==> config.mk <==
export PLATFORM = sky130hd
export DESIGN_NAME = binomial_coefficient_unit_top
export DESIGN_NICKNAME = d
export VERILOG_FILES = /design/src/rtl/bcu_pkg.sv /design/src/rtl/bcu_dp.sv /design/src/rtl/bcu_ctrl.sv /design/src/rtl/binomial_coefficient_unit_top.sv
export SDC_FILE = /design/constraint.sdc
export NUM_CORES = 2
export LEC_CHECK = 0
export ABC_AREA = 1
export BUFFER_PORTS_ARGS = -buffer_cell sky130_fd_sc_hd__buf_2
export CELL_PAD_IN_SITES_DETAIL_PLACEMENT = 2
export CELL_PAD_IN_SITES_GLOBAL_PLACEMENT = 2
export CORE_ASPECT_RATIO = 2
export CORE_MARGIN = 8
export CORE_UTILIZATION = 41
export CTS_BUF_LIST = sky130_fd_sc_hd__clkbuf_4
export DETAILED_ROUTE_END_ITERATION = 7
export PLACE_DENSITY_LB_ADDON = 0.1
export SKIP_CTS_REPAIR_TIMING = 1
export SYNTH_ARGS = -nofsm -noshare
export SYNTH_HDL_FRONTEND = slang
export SYNTH_SLANG_ARGS = --single-unit
==> constraint.sdc <==
create_clock -name clk_i -period 14.5 [get_ports clk_i]
set_input_delay 0.725 -clock clk_i [delete_from_list [all_inputs] [get_ports clk_i]]
set_output_delay 0.725 -clock clk_i [all_outputs]
set_load 0.03 [all_outputs]
==> src/rtl/bcu_pkg.sv <==
`timescale 1ns / 1ps

package bcu_pkg;

  localparam int unsigned ArgWidth    = 16;
  localparam int unsigned CoefWidth   = 64;
  localparam int unsigned HalfWidth   = CoefWidth / 2;
  localparam int unsigned PartWidth   = HalfWidth + ArgWidth;
  localparam int unsigned ProdWidth   = CoefWidth + ArgWidth;
  localparam int unsigned DivCntWidth = $clog2(ProdWidth + 1);

  typedef struct packed {
    logic [ArgWidth-1:0] n_total;
    logic [ArgWidth-1:0] k_chosen;
  } bcu_in_t;

  typedef struct packed {
    logic [CoefWidth-1:0] coefficient;
    logic                 overflowed;
  } bcu_out_t;

  typedef struct packed {
    logic load;
    logic setup;
    logic mul;
    logic sum;
    logic div_step;
    logic check;
    logic out_load;
  } bcu_cmd_t;

  typedef struct packed {
    logic special;
    logic last_iter;
    logic div_last;
    logic quo_ovf;
  } bcu_stat_t;

endpackage

==> src/rtl/bcu_dp.sv <==
`timescale 1ns / 1ps

module bcu_dp (
  input  logic              clk_i,
  input  bcu_pkg::bcu_in_t  in_word_i,
  input  bcu_pkg::bcu_cmd_t cmd_i,
  output bcu_pkg::bcu_stat_t stat_o,
  output bcu_pkg::bcu_out_t out_word_o
);
  import bcu_pkg::*;

  logic [ArgWidth-1:0]    n_q, k_q, base_q, i_q, rem_q;
  logic [CoefWidth-1:0]   acc_q, coef_q;
  logic                   ovf_q, oflag_q;
  logic [PartWidth-1:0]   pl_q, ph_q;
  logic [ProdWidth-1:0]   prod_q;
  logic [DivCntWidth-1:0] cnt_q;

  logic [ArgWidth-1:0] factor;
  logic [ArgWidth:0]   rem_sh, rem_sub;
  logic                ge;

  assign factor  = base_q + i_q;
  assign rem_sh  = {rem_q, prod_q[ProdWidth-1]};
  assign rem_sub = rem_sh - {1'b0, i_q};
  assign ge      = rem_sh >= {1'b0, i_q};

  always_ff @(posedge clk_i) begin
    if (cmd_i.load) begin
      n_q <= in_word_i.n_total;
      k_q <= in_word_i.k_chosen;
      i_q <= ArgWidth'(1);
    end
    if (cmd_i.setup) begin
      base_q <= n_q - k_q;
      acc_q  <= (k_q > n_q) ? '0 : CoefWidth'(1);
      ovf_q  <= 1'b0;
    end
    if (cmd_i.mul) begin
      pl_q <= PartWidth'(acc_q[HalfWidth-1:0]) * PartWidth'(factor);
      ph_q <= PartWidth'(acc_q[CoefWidth-1:HalfWidth]) * PartWidth'(factor);
    end
    if (cmd_i.sum) begin
      prod_q <= {ph_q, {HalfWidth{1'b0}}} + ProdWidth'(pl_q);
      rem_q  <= '0;
      cnt_q  <= DivCntWidth'(ProdWidth);
    end
    if (cmd_i.div_step) begin
      prod_q <= {prod_q[ProdWidth-2:0], ge};
      rem_q  <= ge ? rem_sub[ArgWidth-1:0] : rem_sh[ArgWidth-1:0];
      cnt_q  <= cnt_q - DivCntWidth'(1);
    end
    if (cmd_i.check) begin
      if (stat_o.quo_ovf) begin
        acc_q <= '1;
        ovf_q <= 1'b1;
      end else begin
        acc_q <= prod_q[CoefWidth-1:0];
      end
      i_q <= i_q + ArgWidth'(1);
    end
    if (cmd_i.out_load) begin
      coef_q  <= acc_q;
      oflag_q <= ovf_q;
    end
  end

  assign stat_o.special   = (n_q == k_q) || (k_q == '0) || (k_q > n_q);
  assign stat_o.last_iter = i_q == k_q;
  assign stat_o.div_last  = cnt_q == DivCntWidth'(1);
  assign stat_o.quo_ovf   = |prod_q[ProdWidth-1:CoefWidth];

  assign out_word_o.coefficient = coef_q;
  assign out_word_o.overflowed  = oflag_q;

endmodule

==> src/rtl/bcu_ctrl.sv <==
`timescale 1ns / 1ps

module bcu_ctrl (
  input  logic               clk_i,
  input  logic               rst_ni,
  input  logic               in_valid_i,
  output logic               in_stall_o,
  output logic               out_valid_o,
  input  logic               out_stall_i,
  input  bcu_pkg::bcu_stat_t stat_i,
  output bcu_pkg::bcu_cmd_t  cmd_o
);
  import bcu_pkg::*;

  typedef enum logic [6:0] {
    StIdle  = 7'b0000001,
    StSetup = 7'b0000010,
    StMul   = 7'b0000100,
    StSum   = 7'b0001000,
    StDiv   = 7'b0010000,
    StCheck = 7'b0100000,
    StWrite = 7'b1000000
  } bcu_state_e;

  bcu_state_e state_q, state_d;
  logic       out_valid_q, out_valid_d;

  always_comb begin
    state_d = state_q;
    cmd_o   = '0;
    case (state_q)
      StIdle: begin
        if (in_valid_i) begin
          cmd_o.load = 1'b1;
          state_d    = StSetup;
        end
      end
      StSetup: begin
        cmd_o.setup = 1'b1;
        state_d     = stat_i.special ? StWrite : StMul;
      end
      StMul: begin
        cmd_o.mul = 1'b1;
        state_d   = StSum;
      end
      StSum: begin
        cmd_o.sum = 1'b1;
        state_d   = StDiv;
      end
      StDiv: begin
        cmd_o.div_step = 1'b1;
        if (stat_i.div_last) begin
          state_d = StCheck;
        end
      end
      StCheck: begin
        cmd_o.check = 1'b1;
        state_d     = (stat_i.quo_ovf || stat_i.last_iter) ? StWrite : StMul;
      end
      StWrite: begin
        if (!out_valid_q || !out_stall_i) begin
          cmd_o.out_load = 1'b1;
          state_d        = StIdle;
        end
      end
      default: state_d = StIdle;
    endcase
  end

  always_comb begin
    out_valid_d = out_valid_q;
    if (cmd_o.out_load) begin
      out_valid_d = 1'b1;
    end else if (!out_stall_i) begin
      out_valid_d = 1'b0;
    end
  end

  always_ff @(posedge clk_i or negedge rst_ni) begin
    if (!rst_ni) begin
      state_q     <= StIdle;
      out_valid_q <= 1'b0;
    end else begin
      state_q     <= state_d;
      out_valid_q <= out_valid_d;
    end
  end

  assign in_stall_o  = state_q != StIdle;
  assign out_valid_o = out_valid_q;

`ifndef SYNTHESIS
  a_pending_word_held: assert property (@(posedge clk_i) disable iff (!rst_ni)
    out_valid_q && out_stall_i |=> out_valid_q && !$past(cmd_o.out_load))
    else $error("pending result word lost or overwritten");

  a_accept_goes_setup: assert property (@(posedge clk_i) disable iff (!rst_ni)
    in_valid_i && !in_stall_o |=> state_q == StSetup)
    else $error("accepted word did not start setup");

  a_overflow_stops: assert property (@(posedge clk_i) disable iff (!rst_ni)
    state_q == StCheck && stat_i.quo_ovf |=> state_q == StWrite)
    else $error("loop continued after quotient overflow");
`endif

endmodule

==> src/rtl/binomial_coefficient_unit_top.sv <==
// Binomial coefficient unit: takes n and k, returns C(n,k) as a 64-bit word plus an
// overflow flag (coefficient all ones when the value does not fit in 64 bits). One item
// is worked at a time. k equal to 0 or n gives 1 and k above n gives 0.
// Otherwise the unit runs k steps of acc = acc * (n - k + i) / i; each step has two
// 32x16 partial products, one sum, an 80-bit restoring divide at one quotient bit per
// cycle and one check, and the loop stops early when the value overflows. The result
// sits in an output register, so the unit takes the next item while the previous
// result still waits to be taken.
`timescale 1ns / 1ps

module binomial_coefficient_unit_top (
  input  logic              clk_i,
  input  logic              rst_ni,
  input  logic              in_valid_i,
  output logic              in_stall_o,
  input  bcu_pkg::bcu_in_t  in_word_i,
  output logic              out_valid_o,
  input  logic              out_stall_i,
  output bcu_pkg::bcu_out_t out_word_o
);
  import bcu_pkg::*;

  bcu_cmd_t  cmd;
  bcu_stat_t stat;

  bcu_ctrl u_ctrl (
    .clk_i       (clk_i),
    .rst_ni      (rst_ni),
    .in_valid_i  (in_valid_i),
    .in_stall_o  (in_stall_o),
    .out_valid_o (out_valid_o),
    .out_stall_i (out_stall_i),
    .stat_i      (stat),
    .cmd_o       (cmd)
  );

  bcu_dp u_dp (
    .clk_i      (clk_i),
    .in_word_i  (in_word_i),
    .cmd_i      (cmd),
    .stat_o     (stat),
    .out_word_o (out_word_o)
  );

endmodule
# [Yosys cells after proc, flatten, opt, wreduce, memory -nomap -nowiden]
# Index checks and enable logic that the tools add are counted.
[word_totals] reg_bits=401 wordCells=85 out_inout_bits=67 latchBits=0 rom_bits=0 mem_count=0 ram_bits=0 inputBits=36
[op_classes] n_shift=0 n_div=0 mux=33 eq_ne=15 n_bitwise=0 add_sub_neg=6 reduce_logical=12 mul=2 magnitude_cmp=2
[ops] op="$mux 64" count=3
[ops] op="$mux 80" count=2
[ops] op="$mul 32x16->48" count=2
[ops] op="$add 80x48->80" count=1
[ops] op="$mux 16" count=5
[ops] op="$mux 7" count=7
[ops] op="$pmux 7 s7" count=1
[ops] op="$eq 16x16->1" count=2
[ops] op="$sub 16x16->16" count=2
[ops] op="$ge 17x16->1" count=1
[ops] op="$add 16x1->16 const B" count=1
[ops] op="$add 16x16->16" count=1
[ops] op="$gt 16x16->1" count=1
[ops] op="$logic_not 16->1" count=1
[ops] op="$reduce_or 16->1" count=1
[ops] op="$mux 1" count=15
[ops] op="$eq 7x1->1 const B" count=2
[ops] op="$eq 7x2->1 const B" count=1
[ops] op="$eq 7x3->1 const B" count=1
[ops] op="$eq 7x4->1 const B" count=1
[ops] op="$eq 7x5->1 const B" count=1
[ops] op="$eq 7x6->1 const B" count=1
[ops] op="$eq 7x7->1 const B" count=1
[ops] op="$ne 7x1->1 const B" count=1
[ops] op="7 further kinds" count=15

# [Longest topological paths before layout]
[logic_depth] depth_word=5 depth_mapped=37 ltp_nobuf=36

# [Hierarchy]
# Synthesis repeated with hierarchy kept, for this count alone.
[hier_totals] hier_cells=6659 area_unflattened_um2=54189.5
[by_module_without_submodules] mod="bcu_dp" seq_area_each_um2=11791.3 cells_per_inst=6588 area_each_um2=53632.7 instances=1
[by_module_without_submodules] mod="bcu_ctrl" seq_area_each_um2=201.4 cells_per_inst=71 area_each_um2=556.8 instances=1

# [Worst setup path after synthesis]
# Ideal clock, no wire load.
[synth_path] path_type="reg2reg" start="register u_ctrl.state_q[4]" end="register u_dp.ph_q[0] (enable)" setup_slack_ps=3964 arrival_ps=9746 stages_incl_launch_ff=4 setup_time_ps=790 synth_period_minus_slack_ps=10536 path_buffers=0 cell_sequence="dfrtp_1 nor2_1 nand2_1 nor4_1"
[synth_between] elab_chain_len=2
[synth_lines] item="from (decl)" line="bcu_ctrl.sv:25" text="bcu_state_e state_q, state_d;"
[synth_lines] item="from (signal assigned)" line="bcu_ctrl.sv:81" text="state_q <= StIdle;"
[synth_lines] item="from (signal assigned)" line="bcu_ctrl.sv:84" text="state_q <= state_d;"
[synth_lines] item="$eq 7x3->1" line="bcu_ctrl.sv:31" text="case (state_q)"
[synth_lines] item="$mux 1" line="bcu_ctrl.sv:31"
[synth_lines] item="to (signal assigned)" line="bcu_dp.sv:41" text="ph_q <= PartWidth'(acc_q[CoefWidth-1:HalfWidth]) * PartWidth'(factor);"
[synth_lines] item="to (decl)" line="bcu_dp.sv:15" text="logic [PartWidth-1:0] pl_q, ph_q;"
# Every way passes these cells.
# A chain may end at the register's enable or synchronous reset.

# [Worst setup path in the final report]
[layout_path] start="register u_dp.i_q[2]" end="register u_dp.pl_q[23], data pin"
[layout_between] elab_chain_len=2
[layout_lines] item="from (decl)" line="bcu_dp.sv:12" text="logic [ArgWidth-1:0] n_q, k_q, base_q, i_q, rem_q;"
[layout_lines] item="from (signal assigned)" line="bcu_dp.sv:32" text="i_q <= ArgWidth'(1);"
[layout_lines] item="from (signal assigned)" line="bcu_dp.sv:60" text="i_q <= i_q + ArgWidth'(1);"
[layout_lines] item="$add 16x16->16" line="bcu_dp.sv:23" text="assign factor = base_q + i_q;"
[layout_lines] item="$mul 32x16->48" line="bcu_dp.sv:40" text="pl_q <= PartWidth'(acc_q[HalfWidth-1:0]) * PartWidth'(factor);"
[layout_lines] item="to (signal assigned)" line="bcu_dp.sv:40"
[layout_lines] item="to (decl)" line="bcu_dp.sv:15"
# Every way passes these cells.

==> summary.md <==
| Metric | Value |
|---|---|
| Status | `finished clean` |
| CTS sink cnt | `401` |
| Fmax | `104 MHz` |
| Initial antenna violation count | `10` |
| Unique cell type count in the Yosys netlist | `46` |
| Syn Area/Cell | `8.13 sq um` |
| EDFF count, synth | `392` |
| Most frequent cells in the layout | `nand2_1, inv_1, fa_1` |
| Critical path required time | `15.26 ns` |
| Synth Flop Type | `edfxtp_1` |
| Worst path top cell family by delay | `adder cells` |
| Io pins | `103` |
| Vias in the first global route | `55800` |
| Routed len/inst | `27.5 um` |
| Register area share after synthesis | `22.2%` |
| Slowest CP cell | `clkinv_1` |
| Hold wc startpoint | `in_valid_i` |
| Bufs on Longest Clock Path | `3` |
| Syn nets | `7828` |
| Clock buffers created by TritonCTS | `103` |
| Hold EP | `u_ctrl.state_q[0]` |
| Total of fill cells in the finished design | `15100` |
| Unrepaired setup endpoints after global routing | `false` |
| Slowest stage delay, CP | `1.00 ns` |
| Total track usage | `32.6%` |
| First-pass GRT wire length | `346 mm` |
| Critical Path AT | `10.37 ns` |
| Final ANT Viol Nets | `0` |
| WL final | `235 mm` |
| Max-capacitance violation count | `0` |
| Slew Limit Fails | `0` |
| Slew margin rel. | `11.4%` |
| Largest net degree at the start of global routing | `82` |
| CTS H-tree depth | `3` |
| CTS tree | `built` |
| Post-layout minimum cycle time | `9.61 ns` |
| DRC | `0` |
| Final Net Count | `7941` |
| Root Buffer | `clkbuf_4` |
| Synth warn | `0` |
| Die area | `144000 sq um` |
| Row count | `188` |
| FF-to-FF End | `u_dp.pl_q[23]` |
| Placer Congestion | `0.952` |
| #FFs+latches synth | `401` |
| Worst hold path stage count | `4` |
| Die X | `273 um` |
| Worst-path clk slew | `0.09 ns` |
| Worst-Margin Slew | `1.33 ns` |
| GR Overflow Total | `0` |
| CP Capture Type | `flip-flop` |
| Reg2reg setup slack | `4.89 ns` |
| Clk_skew | `0.140 ns` |
| Setup Crit Path Kind | `flip-flop to flip-flop` |
| Mapped Area | `54000 sq um` |
| Via Count | `46600` |
| Worst min path class | `input port to flip-flop` |
| Buf/Inv on CP | `9` |
| Critical R2R Launch | `u_dp.i_q[2]` |
| Via density | `5.44` |
| Final Hold Viols | `0` |
| Port bufs | `102` |
| Core ar. | `131000 sq um` |
| Most common cell after layout, fill and taps aside | `nand2_1` |
| Initial DRC Count | `1960` |
| Area Growth Syn to Fin | `7.07%` |
| Layout cell share with drive strength beyond 1 | `6.39%` |
| Worst path depth | `28` |
| Die Ht | `529 um` |
| Total Negative Setup Slacks | `0 ns` |
| CP Max Fanout | `25` |
| Mapped Cells | `6646` |
| Starting Density | `41.2%` |
| Post-DP HPWL | `189 mm` |
| Final-report setup violation count | `0` |
| Asr flop ratio synth | `2.00%` |
| Period utilization | `66.3%` |
| Worst R2R Path Depth | `28` |
| Clock Latency Late Sink | `1.10 ns` |
| CP Launch Type | `flip-flop` |
| Pre-antenna DRT Iters | `7` |
==> routing by layer <==
| layer | vias up | track usage (%) | wire [um] |
|---|---|---|---|
| met5 | - | 0 | 38 |
| met4 | 6 | 26.5 | 22700 |
| li1 | 20000 | - | - |
| met1 | 24200 | 30.3 | 75000 |
| met2 | 1445 | 62.0 | 128000 |
| met3 | 855 | 4.63 | 9510 |
==> sequential cells by signal, indices dropped and copies added (netlist names) <==
name                cells
u_dp.i_q               16
u_dp.n_q               16
u_ctrl.out_valid_o      1
u_ctrl.state_q          7
u_dp.pl_q              48
u_dp.ph_q              48
u_dp.coef_q            64
u_dp.oflag_q            1
u_dp.base_q            16
u_dp.prod_q            80
u_dp.ovf_q              1
u_dp.k_q               16
u_dp.cnt_q              7
u_dp.acc_q             64
u_dp.rem_q             16
==> cell usage after synthesis (4+ instances only) <==
master       n  area (sq um)
nand2_1   1738          6520
inv_1     1628          6110
fa_1       840         16800
nor2_1     560          2100
edfxtp_1   392         11800
ha_1       306          3830
nand3_1    269          1350
a21oi_1    201          1010
o21ai_0    141           706
clkbuf_1    90           338
xor2_1      70           613
buf_2       69           345
nand4_1     40           250
nor2_2      40           250
nor3_1      35           175
buf_6       30           338
o21bai_1    26           195
xnor2_1     25           219
or2_2       16           100
nor4_1      14          87.6
buf_1       13          48.8
inv_2       12          45.0
and2_1      11          68.8
nand3b_1    11          82.6
a31oi_1     10          62.6
nand2_2      8          50.1
dfrtp_1      7           175
clkinv_1     5          18.8
or2_1        5          31.3
a21boi_0     4          30.0
a21o_1       4          30.0
==> worst max-delay path by stage <==
stage	start	end
2_1_floorplan	u_ctrl.state_q[4]	u_dp.ph_q[0]
3_3_place_gp	u_dp.i_q[0]	u_dp.ph_q[38]
3_5_place_dp	u_dp.i_q[2]	u_dp.pl_q[23]
4_1_cts	u_dp.i_q[2]	u_dp.pl_q[23]
5_1_grt	u_dp.i_q[0]	u_dp.ph_q[38]
6_report	u_dp.i_q[2]	u_dp.pl_q[23]
==> worst register-to-register path, delay by kind of cell (launching register included) <==
family          cells  cell delay (ns)
fa+ha+maj           8             3.53
buf+inv             9             2.56
simple gates        9             2.02
xor+xnor            1             0.52
flops               1             0.49
compound gates      1             0.18
==> layout make-up <==
class	instances	area [sq um]	area share, %
multi-input cells	4395	34800	60.2
flip-flops and latches	401	12000	20.7
inverters	1645	6180	10.7
well taps	1710	2140	3.70
repair buffers	213	1430	2.47
clock buffers	138	1040	1.79
clock inverters	45	251	0.435
diodes	7	17.5	0.0303
==> logic make-up (layout without fill, tap and decap cells) <==
group,after synthesis,count (layout),share of synthesized area (%)
flip-flops,401,401,22.2
XOR/XNOR,95,95,1.54
adder cells (fa/ha/maj),1146,1146,38.2
buffers and inverters,1850,2041,13.4
other,0,7,0
AND/OR/NAND/NOR,2752,2752,20.6
AO/OA/AOI/OAI,402,402,3.99
==> through the flow <==
stage | utilization [%] | area, sq um | setup slack, ns | instances | hold WS (ns)
floorplan | - | 54000 | 3.96 | 6646 | 0.402
global placement | 42.9 | 56200 | 5.24 | 8330 | 0.441
detailed placement | 42.9 | 56200 | 5.10 | 8330 | 0.423
CTS | 43.9 | 57500 | 5.01 | 8513 | -0.519
global route | 44.1 | 57800 | 4.70 | 8551 | 0.135
finish | 44.1 | 57800 | 4.89 | 8554 | 0.103
Power is not shown: default switching activity piles up to over one toggle a cycle in this logic, so the estimate is an artifact.
